## config.mk

```make
export PLATFORM = sky130hd
export DESIGN_NAME = hndm_merge
export DESIGN_NICKNAME = d
export VERILOG_FILES = /design/src/hw/rtl/hndm_pkg.sv /design/src/hw/rtl/hndm_merge.sv
export SDC_FILE = /design/constraint.sdc
export NUM_CORES = 1
export LEC_CHECK = 0
export BUFFER_PORTS_ARGS = -buffer_cell sky130_fd_sc_hd__buf_2
export CORE_MARGIN = 2
export CORE_UTILIZATION = 53
export DETAILED_ROUTE_END_ITERATION = 8
export GPL_TIMING_DRIVEN = 1
export PLACE_DENSITY = 0.95
export SLEW_MARGIN = 0
export SYNTH_ARGS = -nofsm -noshare
export SYNTH_HDL_FRONTEND = slang
export SYNTH_SLANG_ARGS = --single-unit
```

## constraint.sdc

```tcl
create_clock -name clk -period 8.5 [get_ports clk]
set_input_delay 1.7 -clock clk [delete_from_list [all_inputs] [get_ports clk]]
set_output_delay 1.7 -clock clk [all_outputs]
set_load 0.05 [all_outputs]
```

## src/hw/rtl/hndm_pkg.sv

```systemverilog
// ----------------------------------------------------------------------------
// hndm_pkg
// Types and constants shared by the Hamming nearest descriptor match core.
// ----------------------------------------------------------------------------
package hndm_pkg;

  localparam int NUM_LANES  = 4;
  localparam int WORD_W     = 64;
  localparam int POP_W      = 7;   // 0..64
  localparam int DIST_W     = 9;   // 0..256 distance, 0..511 register
  localparam int MIDX_W     = 10;
  localparam int CFG_ADDR_W = 2;

  localparam logic [DIST_W-1:0] START_DIST_RST = 9'd128;
  localparam logic [DIST_W-1:0] ACCEPT_THR_RST = 9'd80;

  localparam logic [CFG_ADDR_W-1:0] REG_START_DIST = 2'd0;
  localparam logic [CFG_ADDR_W-1:0] REG_ACCEPT_THR = 2'd1;

  typedef enum logic [1:0] {
    FUNC_CLEAR  = 2'd0,
    FUNC_APPEND = 2'd1,
    FUNC_QUERY  = 2'd2
  } func_t;

  typedef enum logic [1:0] {
    ST_IDLE,
    ST_SCAN,
    ST_HOLD
  } state_t;

  typedef struct packed {
    logic [1:0]        func;
    logic [WORD_W-1:0] desc_word0;
    logic [WORD_W-1:0] desc_word1;
    logic [WORD_W-1:0] desc_word2;
    logic [WORD_W-1:0] desc_word3;
  } in_word_t;

  typedef struct packed {
    logic              match_found;
    logic [MIDX_W-1:0] match_index;
    logic [DIST_W-1:0] match_distance;
    logic              entries_dropped;
  } out_word_t;

  typedef logic [NUM_LANES-1:0][POP_W-1:0] lane_pops_t;

  typedef struct packed {
    logic init;  // restart the best-so-far search
    logic beat;  // lane counts are valid this cycle
  } merge_ctl_t;

  function automatic logic [3:0] pop8(input logic [7:0] b);
    logic [3:0] s;
    s = '0;
    for (int i = 0; i < 8; i++) begin
      s = s + {3'd0, b[i]};
    end
    return s;
  endfunction

  function automatic logic [POP_W-1:0] pop64(input logic [WORD_W-1:0] x);
    logic [POP_W-1:0] s;
    s = '0;
    for (int i = 0; i < 8; i++) begin
      s = s + {3'd0, pop8(x[i*8 +: 8])};
    end
    return s;
  endfunction

endpackage

```

## src/hw/rtl/hndm_merge.sv

```systemverilog
// ----------------------------------------------------------------------------
// hndm_merge
// Adds the lane counts into one distance and keeps the first strict minimum.
// ----------------------------------------------------------------------------
module hndm_merge #(
  parameter int ENTRIES = 1024,
  parameter int IDX_W   = (ENTRIES > 1) ? $clog2(ENTRIES) : 1
) (
  input  logic                        clk,
  input  hndm_pkg::merge_ctl_t        ctl,
  input  logic [hndm_pkg::DIST_W-1:0] start_dist,
  input  hndm_pkg::lane_pops_t        pops,
  input  logic [IDX_W-1:0]            beat_idx,
  output logic [hndm_pkg::DIST_W-1:0] best_dist,
  output logic [IDX_W-1:0]            best_idx,
  output logic                        chosen
);
  import hndm_pkg::*;

  logic [DIST_W-1:0] dist_sum;
  logic [DIST_W-1:0] best_r, best_nxt;
  logic [IDX_W-1:0]  idx_r, idx_nxt;
  logic              chosen_r, chosen_nxt;

  always_comb begin
    dist_sum = '0;
    for (int i = 0; i < NUM_LANES; i++) begin
      dist_sum = dist_sum + {{(DIST_W-POP_W){1'b0}}, pops[i]};
    end
  end

  always_comb begin
    best_nxt   = best_r;
    idx_nxt    = idx_r;
    chosen_nxt = chosen_r;
    if (ctl.init) begin
      best_nxt   = start_dist;
      idx_nxt    = '0;
      chosen_nxt = 1'b0;
    end else if (ctl.beat && (dist_sum < best_r)) begin
      // strict compare keeps the first of equal distances
      best_nxt   = dist_sum;
      idx_nxt    = beat_idx;
      chosen_nxt = 1'b1;
    end
  end

  always_ff @(posedge clk) begin
    best_r   <= best_nxt;
    idx_r    <= idx_nxt;
    chosen_r <= chosen_nxt;
  end

  assign best_dist = best_r;
  assign best_idx  = idx_r;
  assign chosen    = chosen_r;

endmodule

```

Yosys cells after proc, flatten, opt, wreduce, memory -nomap -nowiden
Cells that the tools add are included.

Output and inout bits: 20. Register bits: 20. Logic and storage cells: 11. Bits of input ports: 50.

Reduce and logical (&&, ||, !) cells: 2. Add/subtract/negate cells: 3. Mux-type cells: 2. Magnitude comparators: 1.

Operator list (number): 9-bit two-way mux (2); 8-bit by 7-bit adder with 9-bit output (1); 9-bit by 7-bit adder with 9-bit output (1); 9-bit less-than comparator (1); 7-bit by 7-bit adder with 8-bit output (1); 2-bit nonzero test (1); 1-bit logical AND (1).

Depth between registers and ports, before layout
Gate-level depths: netlist of run 1.

Depth in word-level cells: 7. Mapped depth: 17.

Worst setup path after synthesis of run 1
OpenSTA, ideal clock, no wires.

Path type: input-to-reg. Start point: input port pops[1] (netlist bit). End point: register best_r[0] (netlist: best_dist[0]), enable pin. Arrival time: 5.152 ns. Required time: 8.188 ns. Cell stages on the path: 16. Slack: 3.035 ns. Cell sequence: inv_1 fa_1 inv_1 fa_1 ha_1 fa_1 a211oi_1 o21bai_1 a21oi_1 xnor2_1 ha_1 and4_1 nand2_1 nand3_1 a31oi_4 or2_2.

Cells in the longest elaborated chain, start to end: 6.

RTL lines: start: declaration (RTL line hndm_merge.sv:12) `input hndm_pkg::lane_pops_t pops,`; 7-bit by 7-bit adder with 8-bit output (RTL line hndm_merge.sv:28) `dist_sum = dist_sum + {{(DIST_W-POP_W){1'b0}}, pops[i]};`; 8-bit by 7-bit adder with 9-bit output (RTL line hndm_merge.sv:28); 9-bit by 7-bit adder with 9-bit output (RTL line hndm_merge.sv:28); 9-bit less-than comparator (RTL line hndm_merge.sv:40) `end else if (ctl.beat && (dist_sum < best_r)) begin`; 1-bit logical AND (RTL line hndm_merge.sv:40); 2-bit nonzero test (no line); end signal: assignment (RTL line hndm_merge.sv:49) `best_r <= best_nxt;`; end: declaration (RTL line hndm_merge.sv:21) `logic [DIST_W-1:0] best_r, best_nxt;`.

No other way between the ends. A chain may end at the register's enable or synchronous reset.

Final worst setup path of run 1
Start point: input port pops[1] (netlist bit). End point: register best_r[1] (netlist: best_dist[1]), enable pin.

The elaborated chain is that of the path after synthesis.

==> results of run 1 <==
## metrics by stage
| step | cell area [um^2] | hold slack (ns) |
|---|---|---|
| finish | 2181 | 0.4787 |
| global route | 2181 | 0.5021 |
| CTS | 2181 | 0.4848 |
| detailed placement | 2133 | 0.4631 |
| global placement | 2133 | 0.4508 |
| floorplan | 1764 | 0.6928 |
## cell usage after synthesis
cell type and instances:
sky130_fd_sc_hd__clkbuf_1 2, sky130_fd_sc_hd__xor2_1 1, sky130_fd_sc_hd__nand2b_4 1, sky130_fd_sc_hd__a211oi_2 2, sky130_fd_sc_hd__a21o_2 1, sky130_fd_sc_hd__fa_1 14
sky130_fd_sc_hd__o21ai_1 1, sky130_fd_sc_hd__and4_1 1, sky130_fd_sc_hd__buf_8 1, sky130_fd_sc_hd__ha_1 16, sky130_fd_sc_hd__dfxtp_1 11, sky130_fd_sc_hd__nand3_1 2
sky130_fd_sc_hd__o21bai_1 2, sky130_fd_sc_hd__nor2_1 3, sky130_fd_sc_hd__mux2_2 9, sky130_fd_sc_hd__a22oi_1 1, sky130_fd_sc_hd__and4b_1 1, sky130_fd_sc_hd__edfxtp_1 9
sky130_fd_sc_hd__or2_2 1, sky130_fd_sc_hd__dlygate4sd1_1 1, sky130_fd_sc_hd__inv_1 43, sky130_fd_sc_hd__a21o_1 3, sky130_fd_sc_hd__xnor2_1 3, sky130_fd_sc_hd__a211oi_1 1
sky130_fd_sc_hd__o21ai_0 4, sky130_fd_sc_hd__nand4_1 1, sky130_fd_sc_hd__mux2i_1 10, sky130_fd_sc_hd__a21oi_1 3, sky130_fd_sc_hd__nand2_1 2, sky130_fd_sc_hd__o21ba_1 1
sky130_fd_sc_hd__nand2b_1 20, sky130_fd_sc_hd__o21a_1 1, sky130_fd_sc_hd__a31oi_4 1
## critical path: stages
cell and delay [ns]:
sky130_fd_sc_hd__buf_2 0.08, sky130_fd_sc_hd__inv_1 0.05, sky130_fd_sc_hd__fa_1 0.53, sky130_fd_sc_hd__inv_1 0.05, sky130_fd_sc_hd__fa_1 0.45, sky130_fd_sc_hd__ha_1 0.26
sky130_fd_sc_hd__fa_1 0.43, sky130_fd_sc_hd__a211oi_1 0.27, sky130_fd_sc_hd__o21bai_1 0.11, sky130_fd_sc_hd__a21oi_1 0.18, sky130_fd_sc_hd__xnor2_1 0.17, sky130_fd_sc_hd__ha_1 0.30
sky130_fd_sc_hd__and4_1 0.24, sky130_fd_sc_hd__nand2_1 0.09, sky130_fd_sc_hd__nand3_1 0.14, sky130_fd_sc_hd__a31oi_4 0.47, sky130_fd_sc_hd__or2_2 0.35
## power groups by stage
| stage | Sequential, mW | Clock (mW) | Combinational (mW) |
|---|---|---|---|
| after floorplan | 0.278 | 0 | 0.220 |
| after detailed placement | 0.163 | 0 | 0.420 |
| after global routing | 0.165 | 0.0730 | 0.460 |
| after CTS | 0.161 | 0.0699 | 0.425 |
| final | 0.160 | 0.0692 | 0.421 |
| after global placement | 0.161 | 0 | 0.405 |
## cells by family after synthesis
| group | count (synthesis) | share of synthesized area [%] |
|---|---|---|
| adder cells (fa/ha/maj) | 30 | 27.23 |
| flip-flops | 20 | 27.80 |
| buffers and inverters | 47 | 10.92 |
| AND/OR/NAND/NOR | 32 | 11.28 |
| XOR/XNOR | 4 | 1.986 |
| multiplexers | 19 | 11.42 |
| AO/OA/AOI/OAI | 21 | 9.361 |
## metal layers
layer / vias to the layer above / track usage (%) / share of wire [%]
met5: - / 0 / 0
met4: 0 / 8.207 / 2.5
met3: 9 / 2.692 / 3.7
met2: 39 / 36.24 / 53
met1: 646 / 23.08 / 41
li1: 695 / - / -
## worst max-delay path by stage
stage / from / end / slack (ns) / cells past startpoint
after global routing: pops[1] / best_dist[2] / 2.40 / 17
after floorplan: pops[1] / best_dist[0] / 3.04 / 16
final: pops[1] / best_dist[1] / 2.64 / 17
after CTS: pops[1] / best_dist[2] / 2.65 / 17
after detailed placement: pops[1] / best_dist[6] / 2.36 / 17
after global placement: pops[1] / best_dist[8] / 2.48 / 17
## final cells by class
| type | count | area share (%) |
|---|---|---|
| Multi-Input combinational cell | 106 | 49.57 |
| Sequential cell | 20 | 22.49 |
| Timing Repair Buffer | 69 | 15.83 |
| Inverter | 43 | 7.401 |
| Tap cell | 44 | 2.524 |
| Clock buffer | 4 | 2.180 |
## state kept, by name, indices dropped and copies added (netlist names)
signal	count
best_dist	9
best_idx	10
chosen	1
==> insert_results.sql, run 1 <==
INSERT INTO impl_metrics (metric_group, metric, value, unit) VALUES
('yosys', 'synth_area_leaders', 'sky130_fd_sc_hd__fa_1 16%, sky130_fd_sc_hd__edfxtp_1 15%, sky130_fd_sc_hd__dfxtp_1 12%, sky130_fd_sc_hd__ha_1 11%, sky130_fd_sc_hd__inv_1 9.1%', ''),
('cells_and_area', 'diode_insertion_count_for_antenna_repair', '0', ''),
('clock_tree', 'tritoncts', 'built', ''),
('yosys', 'synthesis.area', '1764', 'um^2'),
('route', 'wl', '3386', 'um'),
('grt', 'globalRouteTotalUtil', '19.77', '%'),
('min_path', 'hp-start', 'best_idx[4]', ''),
('floorplan', 'floorplan.die_area', '3806', 'um^2'),
('grt', 'globalRoute.totalOverflow', '0', ''),
('yosys', 'synth_seq_area_share', '27.80', '%'),
('sta', 'final_critical_path_setup_slack', '2.644', 'ns'),
('route', 'drt_pass1_iterations', '4', ''),
('place', 'placedCellCount', '282', ''),
('clock_tree', 'tritoncts_buffers', '3', ''),
('floorplan', 'die_h', '61.70', 'um'),
('floorplan', 'cell_rows', '20', ''),
('yosys', 'synth_nets', '253', ''),
('cells_and_area', 'multiInputGateArea', '1081', 'um^2'),
('cells_and_area', 'num-fill-cells', '257', ''),
('clock_tree', 'cts_sinks', '20', ''),
('critical_path', 'cp_max_fo', '12', ''),
('pwr', 'power_switching_share', '49.77', '%'),
('floorplan', 'pin_count', '70', ''),
('yosys', 'count_of_different_cell_masters_after_synthesis', '33', ''),
('floorplan', 'die_width', '61.70', 'um'),
('sta', 'tns', '0', 'ns'),
('yosys', 'yosys.area.top_type_share', '15.89', '%'),
('pwr', 'ir_drop', '0.0001649', 'V'),
('route', 'drt-initial-drc-count', '18', ''),
('cells_and_area', 'drive_gt1_share', '36.36', '%'),
('sta', 'clock-skew-final', '0.01380', 'ns'),
('place', 'dp_hpwl', '2800', 'um'),
('grt', 'via_count_of_the_first_global_routing_pass', '1334', ''),
('critical_path', 'cp_data_required_time', '8.51', 'ns'),
('critical_path', 'r2r_cells', '7', ''),
('clock_tree', 'worstSkewPairLatency', '0.32', 'ns'),
('route', 'post_route_antenna_net_violation_count', '0', ''),
('pwr', 'pwr-share-comb', '64.7', '%'),
('route', 'post-route-drc-count', '0', ''),
('pwr', 'seq_power_share', '24.7', '%'),
('floorplan', 'floorplan.core_area', '3103', 'um^2'),
('sta', 'maxSlewHeadroom', '65.82', '%'),
('sta', 'finalSetupViolations', '0', ''),
('sta', 'fin_crit', '5.856', 'ns'),
('status', 'status', 'finished, final reports clean', ''),
('place', 'port_buffers', '69', ''),
('clock_tree', 'hold_buffers', '0', ''),
('route', 'routedWlPerCell', '11.84', 'um'),
('pwr', 'leakagePower', '1.176', 'nW'),
('floorplan', 'start_util', '56.85', '%'),
('critical_path', 'r2r_slack', '6.13', 'ns'),
('route', 'detailroute.via_count', '1389', ''),
('critical_path', 'reg2reg_launch_point', 'best_dist[8]', ''),
('sta', 'timing_worst_slew_pin_value', '0.5127', 'ns'),
('clock_tree', 'cts.root.buffer_cell', 'sky130_fd_sc_hd__clkbuf_4', ''),
('grt', 'maximum_number_of_pins_on_one_net_before_global_route_repair', '32', ''),
('min_path', 'worstHoldPathType', 'register to register', ''),
('sta', 'timing.final.hold_violations', '0', ''),
('clock_tree', 'clk_path_buf_depth', '2', ''),
('clock_tree', 'cts_htree_levels', '1', ''),
('cells_and_area', 'syn2layout_area_growth', '23.62', '%'),
('yosys', 'area_leader_netlist', 'sky130_fd_sc_hd__fa_1', ''),
('min_path', 'worstHoldPathCells', '2', ''),
('cells_and_area', 'num-nets-final', '323', ''),
('cells_and_area', 'layout.area.seq', '490.5', 'um^2'),
('critical_path', 'arrival', '5.87', 'ns'),
('clock_tree', 'cts.repair_timing.setup_buffer_count', '0', ''),
('cells_and_area', 'postLayoutCoreUtil', '70.28', '%'),
('pwr', 'net-switching-power', '0.3236', 'mW'),
('critical_path', 'setup.worst_path.class', 'primary input to register', ''),
('pwr', 'power.density_cell_area', '298.2', 'nW/um^2');
Note: power is estimated with default switching activity, not from simulation.
==> run 2: changes to the inputs <==
--- a/config.mk
+++ b/config.mk
@@ -7,10 +7,10 @@
 export LEC_CHECK = 0
 export BUFFER_PORTS_ARGS = -buffer_cell sky130_fd_sc_hd__buf_2
 export CORE_MARGIN = 2
-export CORE_UTILIZATION = 53
+export CORE_UTILIZATION = 49
 export DETAILED_ROUTE_END_ITERATION = 8
 export GPL_TIMING_DRIVEN = 1
-export PLACE_DENSITY = 0.95
+export PLACE_DENSITY = 0.91
 export SLEW_MARGIN = 0
 export SYNTH_ARGS = -nofsm -noshare
 export SYNTH_HDL_FRONTEND = slang
==> constraint.sdc (replaced) <==
create_clock -name clk -period 5.5 [get_ports clk]
set_input_delay 1.1 -clock clk [delete_from_list [all_inputs] [get_ports clk]]
set_output_delay 1.1 -clock clk [all_outputs]
set_load 0.05 [all_outputs]
==> insert_results.sql, run 2 (same netlist as run 1, synthesis figures left out) <==
INSERT INTO impl_metrics (metric_group, metric, value, unit) VALUES
('status', 'status', 'finished, final reports clean', ''),
('clock_tree', 'hold_buffers', '0', ''),
('clock_tree', 'cts.repair_timing.setup_buffer_count', '0', ''),
('cells_and_area', 'syn2layout_area_growth', '23.55', '%'),
('place', 'dp_hpwl', '2640', 'um'),
('clock_tree', 'tritoncts_buffers', '3', ''),
('critical_path', 'arrival', '4.82', 'ns'),
('floorplan', 'die_h', '64.01', 'um'),
('cells_and_area', 'layout.area.seq', '490.5', 'um^2'),
('critical_path', 'worst_path_largest_cell_delay', '0.53', 'ns'),
('sta', 'timing_worst_slew_pin_value', '0.4400', 'ns'),
('pwr', 'leakagePower', '1.175', 'nW'),
('place', 'finalWeightedCongestion', '0.7700', ''),
('sta', 'finalSetupViolations', '0', ''),
('pwr', 'seq_power_share', '25.2', '%'),
('flow_run', 'cap_violations', '0', ''),
('route', 'post_route_antenna_net_violation_count', '0', ''),
('sta', 'maxSlewHeadroom', '70.67', '%'),
('sta', 'clock-skew-final', '0.004578', 'ns'),
('clock_tree', 'cts_htree_levels', '1', ''),
('cells_and_area', 'stdcell_area', '2180', 'um^2'),
('pwr', 'power.clock.fraction', '8.6', '%'),
('pwr', 'pwr-share-comb', '66.2', '%'),
('sta', 'maxClockFrequency', '207.0', 'MHz'),
('route', 'vias_per_cell', '4.716', ''),
('sta', 'timing.final.crit_share', '87.82', '%'),
('cells_and_area', 'diode_insertion_count_for_antenna_repair', '0', ''),
('cells_and_area', 'num-nets-final', '324', ''),
('clock_tree', 'cts_sinks', '20', ''),
('sta', 'final_critical_path_setup_slack', '0.6697', 'ns'),
('grt', 'initial_antenna_violation_count', '0', ''),
('critical_path', 'cp.buffers_inverters', '3', ''),
('grt', 'globalRoute.totalOverflow', '0', ''),
('place', 'placed_area', '2143', 'um^2'),
('cells_and_area', 'most_common_cell_after_layout_fill_and_taps_aside', 'sky130_fd_sc_hd__buf_2', ''),
('grt', 'first_pass_grt_wire_length', '5388', 'um'),
('critical_path', 'end_kind', 'register', ''),
('place', 'port_buffers', '69', ''),
('clock_tree', 'clock_transition_at_the_registers_of_the_reported_paths', '0.11', 'ns'),
('route', 'drt_pass1_iterations', '4', ''),
('pwr', 'power.internal', '0.4919', 'mW'),
('cells_and_area', 'largest_register_ff_count', '10', ''),
('route', 'drt-initial-drc-count', '27', ''),
('critical_path', 'cp_max_fo', '9', ''),
('floorplan', 'die_width', '64.01', 'um'),
('pwr', 'net-switching-power', '0.4833', 'mW'),
('grt', 'maximum_number_of_pins_on_one_net_before_global_route_repair', '32', ''),
('clock_tree', 'cts.root.buffer_cell', 'sky130_fd_sc_hd__clkbuf_4', ''),
('cells_and_area', 'num-fill-cells', '300', ''),
('critical_path', 'list_of_cells_traversed_by_the_critical_path', 'buf_2, inv_1, fa_1, inv_1, fa_1, ha_1, fa_1, a211oi_1, o21bai_1, a21oi_1, xnor2_1, ha_1, and4_1, nand2_1, nand3_1, a31oi_4, or2_2', ''),
('route', 'detailroute.via_count', '1363', ''),
('critical_path', 'slowest_stage', 'sky130_fd_sc_hd__fa_1', ''),
('floorplan', 'floorplan.die_area', '4097', 'um^2'),
('sta', 'fin_crit', '4.830', 'ns'),
('place', 'place_ws', '0.3625', 'ns'),
('min_path', 'worstHoldPathType', 'register to register', ''),
('route', 'post-route-drc-count', '0', ''),
('grt', 'globalRouteTotalUtil', '16.29', '%'),
('pwr', 'power_switching_share', '49.56', '%'),
('grt', 'via_count_of_the_first_global_routing_pass', '1328', ''),
('route', 'routedWlPerCell', '10.89', 'um'),
('floorplan', 'floorplan.core_area', '3390', 'um^2'),
('sta', 'timing.final.hold_violations', '0', ''),
('route', 'wl', '3148', 'um'),
('clock_tree', 'cts_resized', '0', ''),
('sta', 'timing_max_transition_violations_final', '0', ''),
('critical_path', 'timing.critical_path.mode_cell', 'sky130_fd_sc_hd__fa_1', ''),
('clock_tree', 'clk_path_buf_depth', '2', ''),
('sta', 'tns', '0', 'ns'),
('pwr', 'power.density_cell_area', '447.4', 'nW/um^2'),
('critical_path', 'critical_path.top_delay_family', 'adder cells', ''),
('pwr', 'ir_drop', '0.0002669', 'V'),
('cells_and_area', 'drive_gt1_share', '36.63', '%'),
('pwr', 'finalPower', '0.9752', 'mW'),
('clock_tree', 'worstSkewPairLatency', '0.30', 'ns'),
('cells_and_area', 'multiInputGateArea', '1081', 'um^2'),
('clock_tree', 'tritoncts', 'built', ''),
('critical_path', 'cp_data_required_time', '5.49', 'ns'),
('critical_path', 'setup.worst_path.class', 'primary input to register', ''),
('cells_and_area', 'most_frequent_cells_in_the_layout', '69 x sky130_fd_sc_hd__buf_2, 43 x sky130_fd_sc_hd__inv_1, 20 x sky130_fd_sc_hd__nand2b_1', ''),
('critical_path', 'start_kind', 'primary input', ''),
('cells_and_area', 'postLayoutCoreUtil', '64.30', '%'),
('floorplan', 'cell_rows', '21', ''),
('sta', 'unrepaired_setup_endpoints_after_global_routing', 'no', ''),
('floorplan', 'start_util', '52.05', '%'),
('floorplan', 'pin_count', '70', '');
[run 2: cell count changes in the layout (fill, tap and decap cells not counted)]
cell                        before  now
sky130_fd_sc_hd__clkbuf_16       1    0
sky130_fd_sc_hd__clkbuf_8        0    1
sky130_fd_sc_hd__buf_4           0    1
[run 2: routing by layer]
layer	track usage, %	vias up	part of all wire (%)
li1	-	699	-
met1	20.38	625	44
met2	28.78	37	50
met3	3.521	2	5.3
met4	3.261	0	0.44
met5	0	-	0
[run 2: power by group through the flow]
| stage | combinational [mW] | clock, mW | sequential, mW |
|---|---|---|---|
| floorplan | 0.340 | 0 | 0.430 |
| global placement | 0.633 | 0 | 0.250 |
| detailed placement | 0.647 | 0 | 0.250 |
| CTS | 0.650 | 0.0883 | 0.247 |
| global route | 0.704 | 0.0945 | 0.254 |
| finish | 0.645 | 0.0839 | 0.246 |
[run 2: tightest hold or removal path: cells and delay by family (launching register included)]
kind | cells | cell delay, ns
multiplexers | 1 | 0.06
AND/OR/NAND/NOR | 1 | 0.06
flip-flops | 1 | 0.33
[run 2: path summary, 6_finish.rpt]
kind                                    from      endpoint  slack, ns  depth (start not counted)
worst max-delay path                 pops[1]  best_dist[2]       0.67                         17
worst min-delay path             best_idx[1]   best_idx[1]       0.48                          2
worst max register to register  best_dist[8]  best_dist[2]       3.57                          7
worst min register to register   best_idx[1]   best_idx[1]       0.48                          2
[run 2: through the flow]
stage / hold WS, ns / cells
finish: 0.4792 / 289
floorplan: 0.6928 / 173
global placement: 0.4520 / 285
detailed placement: 0.4599 / 285
CTS: 0.4840 / 289
global route: 0.5067 / 289
[run 2: layout make-up]
cell class | count | area share, %
multi-input cells | 106 | 49.60
well taps | 46 | 2.641
clock buffers | 4 | 1.665
repair buffers | 70 | 16.19
inverters | 43 | 7.405
flip-flops and latches | 20 | 22.50
